### src/design/fst_pkg.sv
// Shared types, widths, field offsets and reset values for the flight statistics tracker.
`timescale 1ns / 1ps

package fst_pkg;

    // Default build parameters.
    localparam int SEARCH_DIVIDE_DEF = 5;
    localparam int ACC_WIDTH_DEF     = 40;

    // Input field widths.
    localparam int SPEED_W = 16;
    localparam int THR_W   = 7;
    localparam int ALT_W   = 16;
    localparam int HDG_W   = 9;
    localparam int DIST_W  = 16;
    localparam int CURR_W  = 16;
    localparam int TIME_W  = 32;
    localparam int DIR_W   = 12;
    localparam int DACC_W  = 32;

    // Input beat layout, lowest bit first.
    localparam int IN_GS_LSB    = 0;
    localparam int IN_AS_LSB    = 16;
    localparam int IN_THR_LSB   = 32;
    localparam int IN_ALT_LSB   = 39;
    localparam int IN_HDG_LSB   = 55;
    localparam int IN_HDIST_LSB = 64;
    localparam int IN_HALT_LSB  = 80;
    localparam int IN_LOCK_LSB  = 96;
    localparam int IN_CURR_LSB  = 97;
    localparam int IN_TIME_LSB  = 113;
    localparam int IN_BITS      = 145;
    localparam int IN_TDATA_W   = ((IN_BITS + 7) / 8) * 8;

    // Output beat layout for the fields up to the first charge sum.
    localparam int OUT_FLY_LSB   = 0;
    localparam int OUT_DIR_LSB   = 1;
    localparam int OUT_PAIR_LSB  = 13;
    localparam int OUT_PGND_LSB  = 29;
    localparam int OUT_PALT_LSB  = 45;
    localparam int OUT_PDIST_LSB = 61;
    localparam int OUT_PHALT_LSB = 77;
    localparam int OUT_PCURR_LSB = 93;
    localparam int OUT_DACC_LSB  = 109;
    localparam int OUT_FCH_LSB   = 141;

    // Configuration port.
    localparam int CFG_IDX_W  = 3;
    localparam int CFG_DATA_W = 16;

    typedef enum logic [CFG_IDX_W-1:0] {
        CFG_LAND_THR     = 3'd0,
        CFG_LAND_AS      = 3'd1,
        CFG_LAND_DIST    = 3'd2,
        CFG_LAND_ALT     = 3'd3,
        CFG_LAUNCH_THR   = 3'd4,
        CFG_LAUNCH_AS    = 3'd5,
        CFG_LAUNCH_ALT   = 3'd6
    } cfg_idx_t;

    // Threshold reset values.
    localparam logic [THR_W-1:0]   LAND_THR_RST   = 7'd5;
    localparam logic [15:0]        LAND_AS_RST    = 16'd50;
    localparam logic [15:0]        LAND_DIST_RST  = 16'd50;
    localparam logic [14:0]        LAND_ALT_RST   = 15'd10;
    localparam logic [THR_W-1:0]   LAUNCH_THR_RST = 7'd10;
    localparam logic [15:0]        LAUNCH_AS_RST  = 16'd50;
    localparam logic [15:0]        LAUNCH_ALT_RST = 16'd5;

    // Launch heading value meaning no launch recorded.
    localparam logic [DIR_W-1:0] NO_DIR = 12'hfff;

endpackage

### src/design/flight_stats_tracker.sv
// Top level of the flight statistics tracker: input register, state update and result beat.
`timescale 1ns / 1ps

// Channel   Direction  Beat contents
// s_axis    in         one telemetry tick (fields listed at the port)
// m_axis    out        statistics after that tick (fields listed at the port)
// cfg       in         threshold write: register index and data
//
// Each tick passes from input beat to result beat through the input register,
// then through the compare and accumulate logic into the state and result
// registers. One tick is accepted per clock when the result side keeps up.
// A stall on m_axis holds the result register and the input register; s_axis
// tready drops only while both are full. cfg is always ready.
// rst_n clears all state to searching mode with the threshold defaults.

module flight_stats_tracker #(
    parameter int SEARCH_DIVIDE = fst_pkg::SEARCH_DIVIDE_DEF,
    parameter int ACC_WIDTH     = fst_pkg::ACC_WIDTH_DEF
) (
    input  logic                                  clk,
    input  logic                                  rst_n,
    // ground_speed[15:0], air_speed[31:16], throttle_pct[38:32],
    // baro_altitude[54:39], heading_deg[63:55], home_distance[79:64],
    // home_altitude[95:80], home_fix[96], battery_current[112:97],
    // time_ms[144:113], zero fill above
    input  logic                                  s_axis_tvalid,
    output logic                                  s_axis_tready,
    input  logic [fst_pkg::IN_TDATA_W-1:0]        s_axis_tdata,
    // flying[0], launch_dir[12:1], peak_air_speed[28:13], peak_ground_speed[44:29],
    // peak_altitude[60:45], peak_home_distance[76:61], peak_home_altitude[92:77],
    // peak_current[108:93], distance_cm[140:109], flight_charge_sum,
    // total_charge_sum (ACC_WIDTH bits each), flight_duration_ms (32), zero fill
    output logic                                  m_axis_tvalid,
    input  logic                                  m_axis_tready,
    output logic [((173 + 2*ACC_WIDTH + 7) / 8) * 8 - 1:0] m_axis_tdata,
    input  logic                                  cfg_valid,
    output logic                                  cfg_ready,
    input  logic [fst_pkg::CFG_IDX_W-1:0]         cfg_index,
    input  logic [fst_pkg::CFG_DATA_W-1:0]        cfg_data
);
    import fst_pkg::*;

    localparam int PHASE_W   = (SEARCH_DIVIDE > 1) ? $clog2(SEARCH_DIVIDE) : 1;
    localparam int OUT_TCH_LSB = OUT_FCH_LSB + ACC_WIDTH;
    localparam int OUT_DUR_LSB = OUT_TCH_LSB + ACC_WIDTH;
    localparam logic [PHASE_W-1:0] PHASE_LAST = PHASE_W'(SEARCH_DIVIDE - 1);

    // Saturating add of one signed current sample into a charge sum.
    function automatic logic signed [ACC_WIDTH-1:0] acc_add(
        input logic signed [ACC_WIDTH-1:0] acc,
        input logic signed [CURR_W-1:0]    x
    );
        logic signed [ACC_WIDTH:0] sum;
        sum = {acc[ACC_WIDTH-1], acc} + (ACC_WIDTH+1)'(x);
        if (sum[ACC_WIDTH] != sum[ACC_WIDTH-1])
        begin
            acc_add = sum[ACC_WIDTH] ? {1'b1, {(ACC_WIDTH-1){1'b0}}}
                                     : {1'b0, {(ACC_WIDTH-1){1'b1}}};
        end
        else
        begin
            acc_add = sum[ACC_WIDTH-1:0];
        end
    endfunction

    // Threshold registers.
    logic [THR_W-1:0]         land_thr_reg;
    logic [15:0]              land_as_reg;
    logic [15:0]              land_dist_reg;
    logic [14:0]              land_alt_reg;
    logic [THR_W-1:0]         launch_thr_reg;
    logic [15:0]              launch_as_reg;
    logic signed [15:0]       launch_alt_reg;

    // Input register.
    logic                     in_valid_reg;
    logic [IN_BITS-1:0]       in_data_reg;

    // Tracker state.
    logic                     flying_reg, flying_next;
    logic [PHASE_W-1:0]       phase_reg, phase_next;
    logic [DIR_W-1:0]         dir_reg, dir_next;
    logic [SPEED_W-1:0]       max_air_reg, max_air_next;
    logic [SPEED_W-1:0]       max_gnd_reg, max_gnd_next;
    logic signed [ALT_W-1:0]  max_alt_reg, max_alt_next;
    logic [DIST_W-1:0]        max_dist_reg, max_dist_next;
    logic signed [ALT_W-1:0]  max_halt_reg, max_halt_next;
    logic signed [CURR_W-1:0] max_curr_reg, max_curr_next;
    logic [DACC_W-1:0]        dist_acc_reg, dist_acc_next;
    logic signed [ACC_WIDTH-1:0] fch_reg, fch_next;
    logic signed [ACC_WIDTH-1:0] tch_reg, tch_next;
    logic [TIME_W-1:0]        start_reg, start_next;
    logic [TIME_W-1:0]        end_reg, end_next;
    logic [TIME_W-1:0]        dur_reg;
    logic                     out_valid_reg;

    // Unpacked tick fields.
    logic [SPEED_W-1:0]       gs;
    logic [SPEED_W-1:0]       as;
    logic [THR_W-1:0]         thr;
    logic signed [ALT_W-1:0]  alt;
    logic [HDG_W-1:0]         hdg;
    logic [DIST_W-1:0]        hdist;
    logic signed [ALT_W-1:0]  halt;
    logic                     lock;
    logic signed [CURR_W-1:0] cur;
    logic [TIME_W-1:0]        now;

    logic                     advance;
    logic                     launch_ok;
    logic                     land_ok;
    logic [ALT_W-1:0]         habs;
    logic [DACC_W:0]          dist_sum;

    // Handshake: the compute stage moves when the result slot is free.
    assign advance       = in_valid_reg && (!out_valid_reg || m_axis_tready);
    assign s_axis_tready = !in_valid_reg || advance;
    assign cfg_ready     = 1'b1;

    // Configuration writes.
    always_ff @(posedge clk or negedge rst_n)
    begin
        if (!rst_n)
        begin
            land_thr_reg   <= LAND_THR_RST;
            land_as_reg    <= LAND_AS_RST;
            land_dist_reg  <= LAND_DIST_RST;
            land_alt_reg   <= LAND_ALT_RST;
            launch_thr_reg <= LAUNCH_THR_RST;
            launch_as_reg  <= LAUNCH_AS_RST;
            launch_alt_reg <= LAUNCH_ALT_RST;
        end
        else if (cfg_valid)
        begin
            unique case (cfg_index)
                CFG_LAND_THR:   land_thr_reg   <= cfg_data[THR_W-1:0];
                CFG_LAND_AS:    land_as_reg    <= cfg_data;
                CFG_LAND_DIST:  land_dist_reg  <= cfg_data;
                CFG_LAND_ALT:   land_alt_reg   <= cfg_data[14:0];
                CFG_LAUNCH_THR: launch_thr_reg <= cfg_data[THR_W-1:0];
                CFG_LAUNCH_AS:  launch_as_reg  <= cfg_data;
                CFG_LAUNCH_ALT: launch_alt_reg <= cfg_data;
                default:        ;
            endcase
        end
    end

    // Input register.
    always_ff @(posedge clk or negedge rst_n)
    begin
        if (!rst_n)
        begin
            in_valid_reg <= 1'b0;
        end
        else if (s_axis_tready)
        begin
            in_valid_reg <= s_axis_tvalid;
        end
    end

    always_ff @(posedge clk)
    begin
        if (s_axis_tvalid && s_axis_tready)
        begin
            in_data_reg <= s_axis_tdata[IN_BITS-1:0];
        end
    end

    // Field unpacking.
    assign gs    = in_data_reg[IN_GS_LSB    +: SPEED_W];
    assign as    = in_data_reg[IN_AS_LSB    +: SPEED_W];
    assign thr   = in_data_reg[IN_THR_LSB   +: THR_W];
    assign alt   = in_data_reg[IN_ALT_LSB   +: ALT_W];
    assign hdg   = in_data_reg[IN_HDG_LSB   +: HDG_W];
    assign hdist = in_data_reg[IN_HDIST_LSB +: DIST_W];
    assign halt  = in_data_reg[IN_HALT_LSB  +: ALT_W];
    assign lock  = in_data_reg[IN_LOCK_LSB];
    assign cur   = in_data_reg[IN_CURR_LSB  +: CURR_W];
    assign now   = in_data_reg[IN_TIME_LSB  +: TIME_W];

    // Launch and landing tests.
    assign launch_ok = lock && (thr > launch_thr_reg) && (as > launch_as_reg)
                       && (halt > launch_alt_reg);
    assign habs      = halt[ALT_W-1] ? ALT_W'(-halt) : ALT_W'(halt);
    assign land_ok   = (thr < land_thr_reg) && (as < land_as_reg)
                       && (hdist < land_dist_reg) && (habs < {1'b0, land_alt_reg});
    assign dist_sum  = {1'b0, dist_acc_reg} + (DACC_W+1)'(gs);

    // Next state for one tick.
    always_comb
    begin
        flying_next   = flying_reg;
        phase_next    = phase_reg;
        dir_next      = dir_reg;
        max_air_next  = max_air_reg;
        max_gnd_next  = max_gnd_reg;
        max_alt_next  = max_alt_reg;
        max_dist_next = max_dist_reg;
        max_halt_next = max_halt_reg;
        max_curr_next = max_curr_reg;
        dist_acc_next = dist_acc_reg;
        fch_next      = fch_reg;
        start_next    = start_reg;
        end_next      = end_reg;
        tch_next      = acc_add(tch_reg, cur);

        if (!flying_reg)
        begin
            // Searching: test for a launch once per search period.
            if (phase_reg >= PHASE_LAST)
            begin
                phase_next = '0;
                if (launch_ok)
                begin
                    dir_next      = DIR_W'(hdg);
                    start_next    = now;
                    max_air_next  = '0;
                    max_gnd_next  = '0;
                    max_alt_next  = '0;
                    max_dist_next = '0;
                    max_halt_next = '0;
                    max_curr_next = '0;
                    fch_next      = '0;
                    flying_next   = 1'b1;
                end
            end
            else
            begin
                phase_next = phase_reg + PHASE_W'(1);
            end
        end
        else
        begin
            // Flying: update sums and peaks, then test for a landing.
            dist_acc_next = dist_sum[DACC_W] ? '1 : dist_sum[DACC_W-1:0];
            fch_next      = acc_add(fch_reg, cur);
            if (as > max_air_reg)    max_air_next  = as;
            if (gs > max_gnd_reg)    max_gnd_next  = gs;
            if (alt > max_alt_reg)   max_alt_next  = alt;
            if (hdist > max_dist_reg) max_dist_next = hdist;
            if (halt > max_halt_reg) max_halt_next = halt;
            if (cur > max_curr_reg)  max_curr_next = cur;
            end_next = now;
            if (land_ok)
            begin
                flying_next = 1'b0;
                dir_next    = NO_DIR;
                phase_next  = '0;
            end
        end
    end

    // State and result registers.
    always_ff @(posedge clk or negedge rst_n)
    begin
        if (!rst_n)
        begin
            flying_reg    <= 1'b0;
            phase_reg     <= '0;
            dir_reg       <= NO_DIR;
            max_air_reg   <= '0;
            max_gnd_reg   <= '0;
            max_alt_reg   <= '0;
            max_dist_reg  <= '0;
            max_halt_reg  <= '0;
            max_curr_reg  <= '0;
            dist_acc_reg  <= '0;
            fch_reg       <= '0;
            tch_reg       <= '0;
            start_reg     <= '0;
            end_reg       <= '0;
            dur_reg       <= '0;
            out_valid_reg <= 1'b0;
        end
        else
        begin
            if (advance)
            begin
                flying_reg   <= flying_next;
                phase_reg    <= phase_next;
                dir_reg      <= dir_next;
                max_air_reg  <= max_air_next;
                max_gnd_reg  <= max_gnd_next;
                max_alt_reg  <= max_alt_next;
                max_dist_reg <= max_dist_next;
                max_halt_reg <= max_halt_next;
                max_curr_reg <= max_curr_next;
                dist_acc_reg <= dist_acc_next;
                fch_reg      <= fch_next;
                tch_reg      <= tch_next;
                start_reg    <= start_next;
                end_reg      <= end_next;
                dur_reg      <= end_next - start_next;
            end
            if (advance)
            begin
                out_valid_reg <= 1'b1;
            end
            else if (m_axis_tready)
            begin
                out_valid_reg <= 1'b0;
            end
        end
    end

    // Result beat.
    assign m_axis_tvalid = out_valid_reg;

    always_comb
    begin
        m_axis_tdata = '0;
        m_axis_tdata[OUT_FLY_LSB]                = flying_reg;
        m_axis_tdata[OUT_DIR_LSB   +: DIR_W]     = dir_reg;
        m_axis_tdata[OUT_PAIR_LSB  +: SPEED_W]   = max_air_reg;
        m_axis_tdata[OUT_PGND_LSB  +: SPEED_W]   = max_gnd_reg;
        m_axis_tdata[OUT_PALT_LSB  +: ALT_W]     = max_alt_reg;
        m_axis_tdata[OUT_PDIST_LSB +: DIST_W]    = max_dist_reg;
        m_axis_tdata[OUT_PHALT_LSB +: ALT_W]     = max_halt_reg;
        m_axis_tdata[OUT_PCURR_LSB +: CURR_W]    = max_curr_reg;
        m_axis_tdata[OUT_DACC_LSB  +: DACC_W]    = dist_acc_reg;
        m_axis_tdata[OUT_FCH_LSB   +: ACC_WIDTH] = fch_reg;
        m_axis_tdata[OUT_TCH_LSB   +: ACC_WIDTH] = tch_reg;
        m_axis_tdata[OUT_DUR_LSB   +: TIME_W]    = dur_reg;
    end

endmodule

### config.mk
export PLATFORM = sky130hd
export DESIGN_NAME = flight_stats_tracker
export DESIGN_NICKNAME = d
export VERILOG_FILES = /design/src/design/fst_pkg.sv /design/src/design/flight_stats_tracker.sv
export SDC_FILE = /design/constraint.sdc
export NUM_CORES = 1
export LEC_CHECK = 0
export ABC_CLOCK_PERIOD_IN_PS = 14400
export BUFFER_PORTS_ARGS = -buffer_cell sky130_fd_sc_hd__buf_2
export CAP_MARGIN = 10
export CORE_MARGIN = 2
export CORE_UTILIZATION = 43
export DETAILED_ROUTE_END_ITERATION = 12
export HOLD_SLACK_MARGIN = 0.12
export PLACE_DENSITY_LB_ADDON = 0.08
export SKIP_CTS_REPAIR_TIMING = 1
export SLEW_MARGIN = 5
export SYNTH_ARGS = -nofsm -noshare
export SYNTH_HDL_FRONTEND = slang
export SYNTH_SLANG_ARGS = --single-unit
### constraint.sdc
create_clock -name clk -period 14.4 [get_ports clk]
set_input_delay 3.6 -clock clk [delete_from_list [all_inputs] [get_ports clk]]
set_output_delay 3.6 -clock clk [all_outputs]
set_load 0.005 [all_outputs]
; Yosys cells after proc, flatten, opt, wreduce, memory -nomap -nowiden
; Cells that the tools add are included.
[word_totals]
reg_bits = 560
inputBits = 176
out_inout_bits = 259
elab_cells = 133
[op_classes]
n_addsub = 6
n_lt_le_gt_ge = 14
eq_ne = 15
muxes = 40
reduce_logical = 33
[ops]
columns = op, count
row1 = $mux 40, 7
row2 = $mux 16, 15
row3 = $mux 32, 5
row4 = $gt 16x16->1, 8
row5 = $add 40x16->41, 2
row6 = $mux 12, 4
row7 = $add 32x16->33, 1
row8 = $lt 16x16->1, 2
row9 = $sub 32x32->32, 1
row10 = $reduce_and 4->1, 7
row11 = $reduce_and 2->1, 9
row12 = $lt 16x15->1, 1
row13 = $neg 16->16, 1
row14 = $ne 2x1->1 const B, 7
row15 = $eq 3x3->1 const B, 3
row16 = $mux 3, 3
row17 = $logic_and 1x1->1, 8
row18 = $gt 7x7->1, 1
row19 = $lt 7x7->1, 1
row20 = $eq 3x2->1 const B, 2
row21 = $mux 1, 6
row22 = $reduce_bool 2->1, 3
row23 = $add 3x1->3 const B, 1
row24 = $eq 3x1->1 const B, 1
row25 = 6 further kinds, 9

; Logic depth before layout (Yosys ltp)
[depth]
depth_word = 8
ltp_mapped = 27
mapped_depth_nobuf = 25

; Worst setup path after synthesis
; No wires, ideal clock.
[synth_path]
path_kind = input to register
start = input m_axis_tready
end = register in_data_reg[0] (enable)
setup_time_ns = 0.523
t_arrival_ns = 7.105
t_required_ns = 13.877
setup_slack_ns = 6.773
cell_stages = 2
path_buffers = 0
cell_sequence = nand3b_1 -> and2_1
[synth_via]
elab_chain_len = 4
[synth_lines]
columns = item, line_no
row1 = from (decl), flight_stats_tracker.sv:34  ; input logic m_axis_tready,
row2 = $logic_or 1x1->1, flight_stats_tracker.sv:116  ; assign advance = in_valid_reg && (!out_valid_reg || m_axis_tready);
row3 = $logic_and 1x1->1, flight_stats_tracker.sv:116
row4 = $logic_or 1x1->1, flight_stats_tracker.sv:117  ; assign s_axis_tready = !in_valid_reg || advance;
row5 = $logic_and 1x1->1, flight_stats_tracker.sv:163  ; if (s_axis_tvalid && s_axis_tready)
row6 = to (signal assigned), flight_stats_tracker.sv:165  ; in_data_reg <= s_axis_tdata[IN_BITS-1:0];
row7 = to (decl), flight_stats_tracker.sv:77  ; logic [IN_BITS-1:0] in_data_reg;
; No other way between the ends.
; A chain may end at the register's enable or synchronous reset.

; Final worst setup path
[layout_path]
start = input m_axis_tready
end = output s_axis_tready
[layout_via]
elab_chain_len = 3
[layout_lines]
columns = item, line_no
row1 = $logic_or 1x1->1, flight_stats_tracker.sv:116
row2 = $logic_and 1x1->1, flight_stats_tracker.sv:116
row3 = $logic_or 1x1->1, flight_stats_tracker.sv:117
row4 = to (decl), flight_stats_tracker.sv:27  ; output logic s_axis_tready,
; No other way between the ends.

==> run summary <==
hpwl dp: 66000 microns
P_sw: 3.00 mW
Comb power frac: 45.6%
CTS Buf Count: 69
die width: 279 microns
FP Rows: 100
total track usage: 23.2%
htree depth: 3
min Tclk post-route: 7.64 ns
Vias: 25659
CTS tree: yes
DRC: 0
Leak: 17.6 nW
synth warn: 0
crit path launch type: primary input
CP Capture Type: output port
I/O Pins: 435
commonest non-fill, non-tap cells in the layout: buf_2, nand2_1, dfrtp_1, o21ai_0, ha_1
Syn Inst Count: 3287
Final Hold Fails: 0
Pins Over Slew Limit: 0
Worst-path clk slew: 0.06 ns
initial antenna violation count: 23
share of async-settable or async-resettable flops after synthesis: 74.0%
Worst Path Required: 10.80 ns
via-per-instance ratio: 5.43
Critical Path Fanout Max: 3
commonest non-fill, non-tap cell in the layout: buf_2
commonest register cell after synthesis: dfrtp_1
first-pass GRT wire length: 143000 microns
Post-Syn Area: 0.0324 sq mm
die height: 279 microns
number of global-route vias before repair: 25684
Design Area, Final: 0.0379 sq mm
Clk pwr share: 23.3%
Worst Setup SP: m_axis_tready
max cap viols: 0
placed inst area: 0.0356 sq mm
wire per inst: 19.2 microns
crit path DAT: 4.04 ns
clk sink count: 558
die area: 0.0776 sq mm
period utilisation layout: 53.0%
PortBufs: 423
Post-synth EDFFs: 145
clock latency at the later pin of the worst-skew pair: 0.60 ns
power density cells: 201 mW/mm^2
Fmax: 0.131 GHz
RSZ-0062 raised after global routing: no
total grt overflow: 0
Least-Margin Pin Slew: 1.15 ns
R2R setup slack: 7.25 ns
critical setup path kind: in -> out
Worst R2R Start: in_data_reg[95]
max reg flops: 145
setup TNS: 0 ns
routability cong.: 0.878
status: finished, final reports clean
Routed WL: 91000 microns
Clock Skew: 0.0303 ns
R2R Path End: dur_reg[31]
Yosys reg bits: 558
worst setup path endpoint: s_axis_tready
Peak VDD IR: 0.0916 mV
syn avg cell area: 9.86 sq um
hold crit path type: reg -> reg
drt pass-1 iters: 5
Slew HR: 23.0%
internal power: 4.61 mW
final antenna-violating net count: 0
1st-iter DRT viols: 1474
Unique masters post-synth: 82
Area Overhead vs Synth: 17.0%
Flop pwr share: 31.1%
fin nets: 4177
Reg2Reg Depth: 23
layout cells sized above 1: 19.9%
Setup Viol. Count Final: 0
register area share after synthesis: 45.4%
switching portion of total power: 39.4%
Starting Density: 43.5%
pin count of the biggest net entering global routing: 144
Root Driver: clkbuf_16
Longest Clk Path Bufs: 3
Core Area: 0.0746 sq mm
layout make-up:
type / instances / area, sq um
Tap cell: 969 / 1210
Fill cell: 6835 / 36700
Clock inverter: 34 / 352
Multi-Input combinational cell: 2354 / 16300
Timing Repair Buffer: 453 / 2370
Antenna cell: 12 / 30.0
Sequential cell: 558 / 14700
Clock buffer: 93 / 1960
Inverter: 254 / 953
critical path, cell delays in order:
cell and delay, ns:
buf_2 0.10, nand3b_1 0.18, buf_2 0.16
per-layer routing:
layer | vias to the layer above | global-route usage, % | wire (microns)
li1 | 12560 | - | -
met1 | 12291 | 30.1 | 40000
met5 | - | 0 | 139
met2 | 612 | 38.0 | 42500
met4 | 20 | 8.12 | 2890
met3 | 176 | 5.36 | 5440
power groups by stage:
stage,Clock [mW],Sequential (mW),Combinational (mW)
after floorplan,0,2.31,2.46
after global placement,0,2.37,3.39
after detailed placement,0,2.39,3.45
after CTS,1.82,2.37,3.48
after global routing,1.88,2.42,3.90
final,1.77,2.36,3.47
cell usage after synthesis, drive strengths merged (10+ instances only):
cell type | count | area, sq um
o21ai | 357 | 1790
xnor2 | 102 | 901
nand2 | 423 | 1600
dfrtp | 386 | 9660
a21oi | 182 | 915
a31oi | 44 | 275
nor3 | 36 | 180
inv | 254 | 953
and3 | 16 | 100
and2 | 16 | 100
mux2i | 34 | 353
edfxtp | 145 | 4350
o31ai | 23 | 191
buf | 22 | 130
a21boi | 14 | 105
a221o | 42 | 422
or2 | 13 | 81.3
xor2 | 33 | 297
mux2 | 108 | 1220
o211ai | 13 | 97.6
a21o | 86 | 646
nor2b | 37 | 231
dfstp | 27 | 709
o21a | 20 | 150
o21bai | 18 | 135
a211oi | 19 | 148
nand4 | 42 | 263
o22ai | 16 | 100
ha | 307 | 3840
nor2 | 140 | 533
o22a | 10 | 87.6
nand2b | 42 | 263
nand3 | 51 | 255
clkbuf | 101 | 379
kinds of logic after synthesis:
family / share of synthesized area, %
adder cells (fa/ha/maj): 12.3
AND/OR/NAND/NOR: 12.0
buffers and inverters: 4.51
multiplexers: 4.84
AO/OA/AOI/OAI: 17.2
XOR/XNOR: 3.69
flip-flops: 45.4
other: 0.0232
how the worst min path moves through the flow:
| stage | startpoint | endpoint | slack [ns] | cells past startpoint |
|---|---|---|---|---|
| finish | end_reg[19] | end_reg[19] | 0.47 | 2 |
| global route | dur_reg[22] | dur_reg[22] | 0.50 | 2 |
| CTS | end_reg[19] | end_reg[19] | 0.48 | 2 |
| detailed placement | end_reg[19] | end_reg[19] | 0.46 | 2 |
| global placement | end_reg[19] | end_reg[19] | 0.45 | 2 |
| floorplan | end_reg[16] | end_reg[16] | 0.44 | 2 |
metrics by stage:
| stage | setup WS (ns) | cells | utilization [%] | total power [mW] | hold slack [ns] |
|---|---|---|---|---|---|
| floorplan | 6.77 | 3289 | - | 4.77 | 0.442 |
| global placement | 6.77 | 4587 | 47.7 | 5.76 | 0.454 |
| detailed placement | 6.76 | 4587 | 47.7 | 5.84 | 0.463 |
| CTS | 6.76 | 4714 | 50.8 | 7.67 | 0.478 |
| global route | 6.72 | 4722 | 50.8 | 8.20 | 0.498 |
| finish | 6.76 | 4727 | 50.8 | 7.60 | 0.474 |
Note: power is estimated with default switching activity, not from simulation.
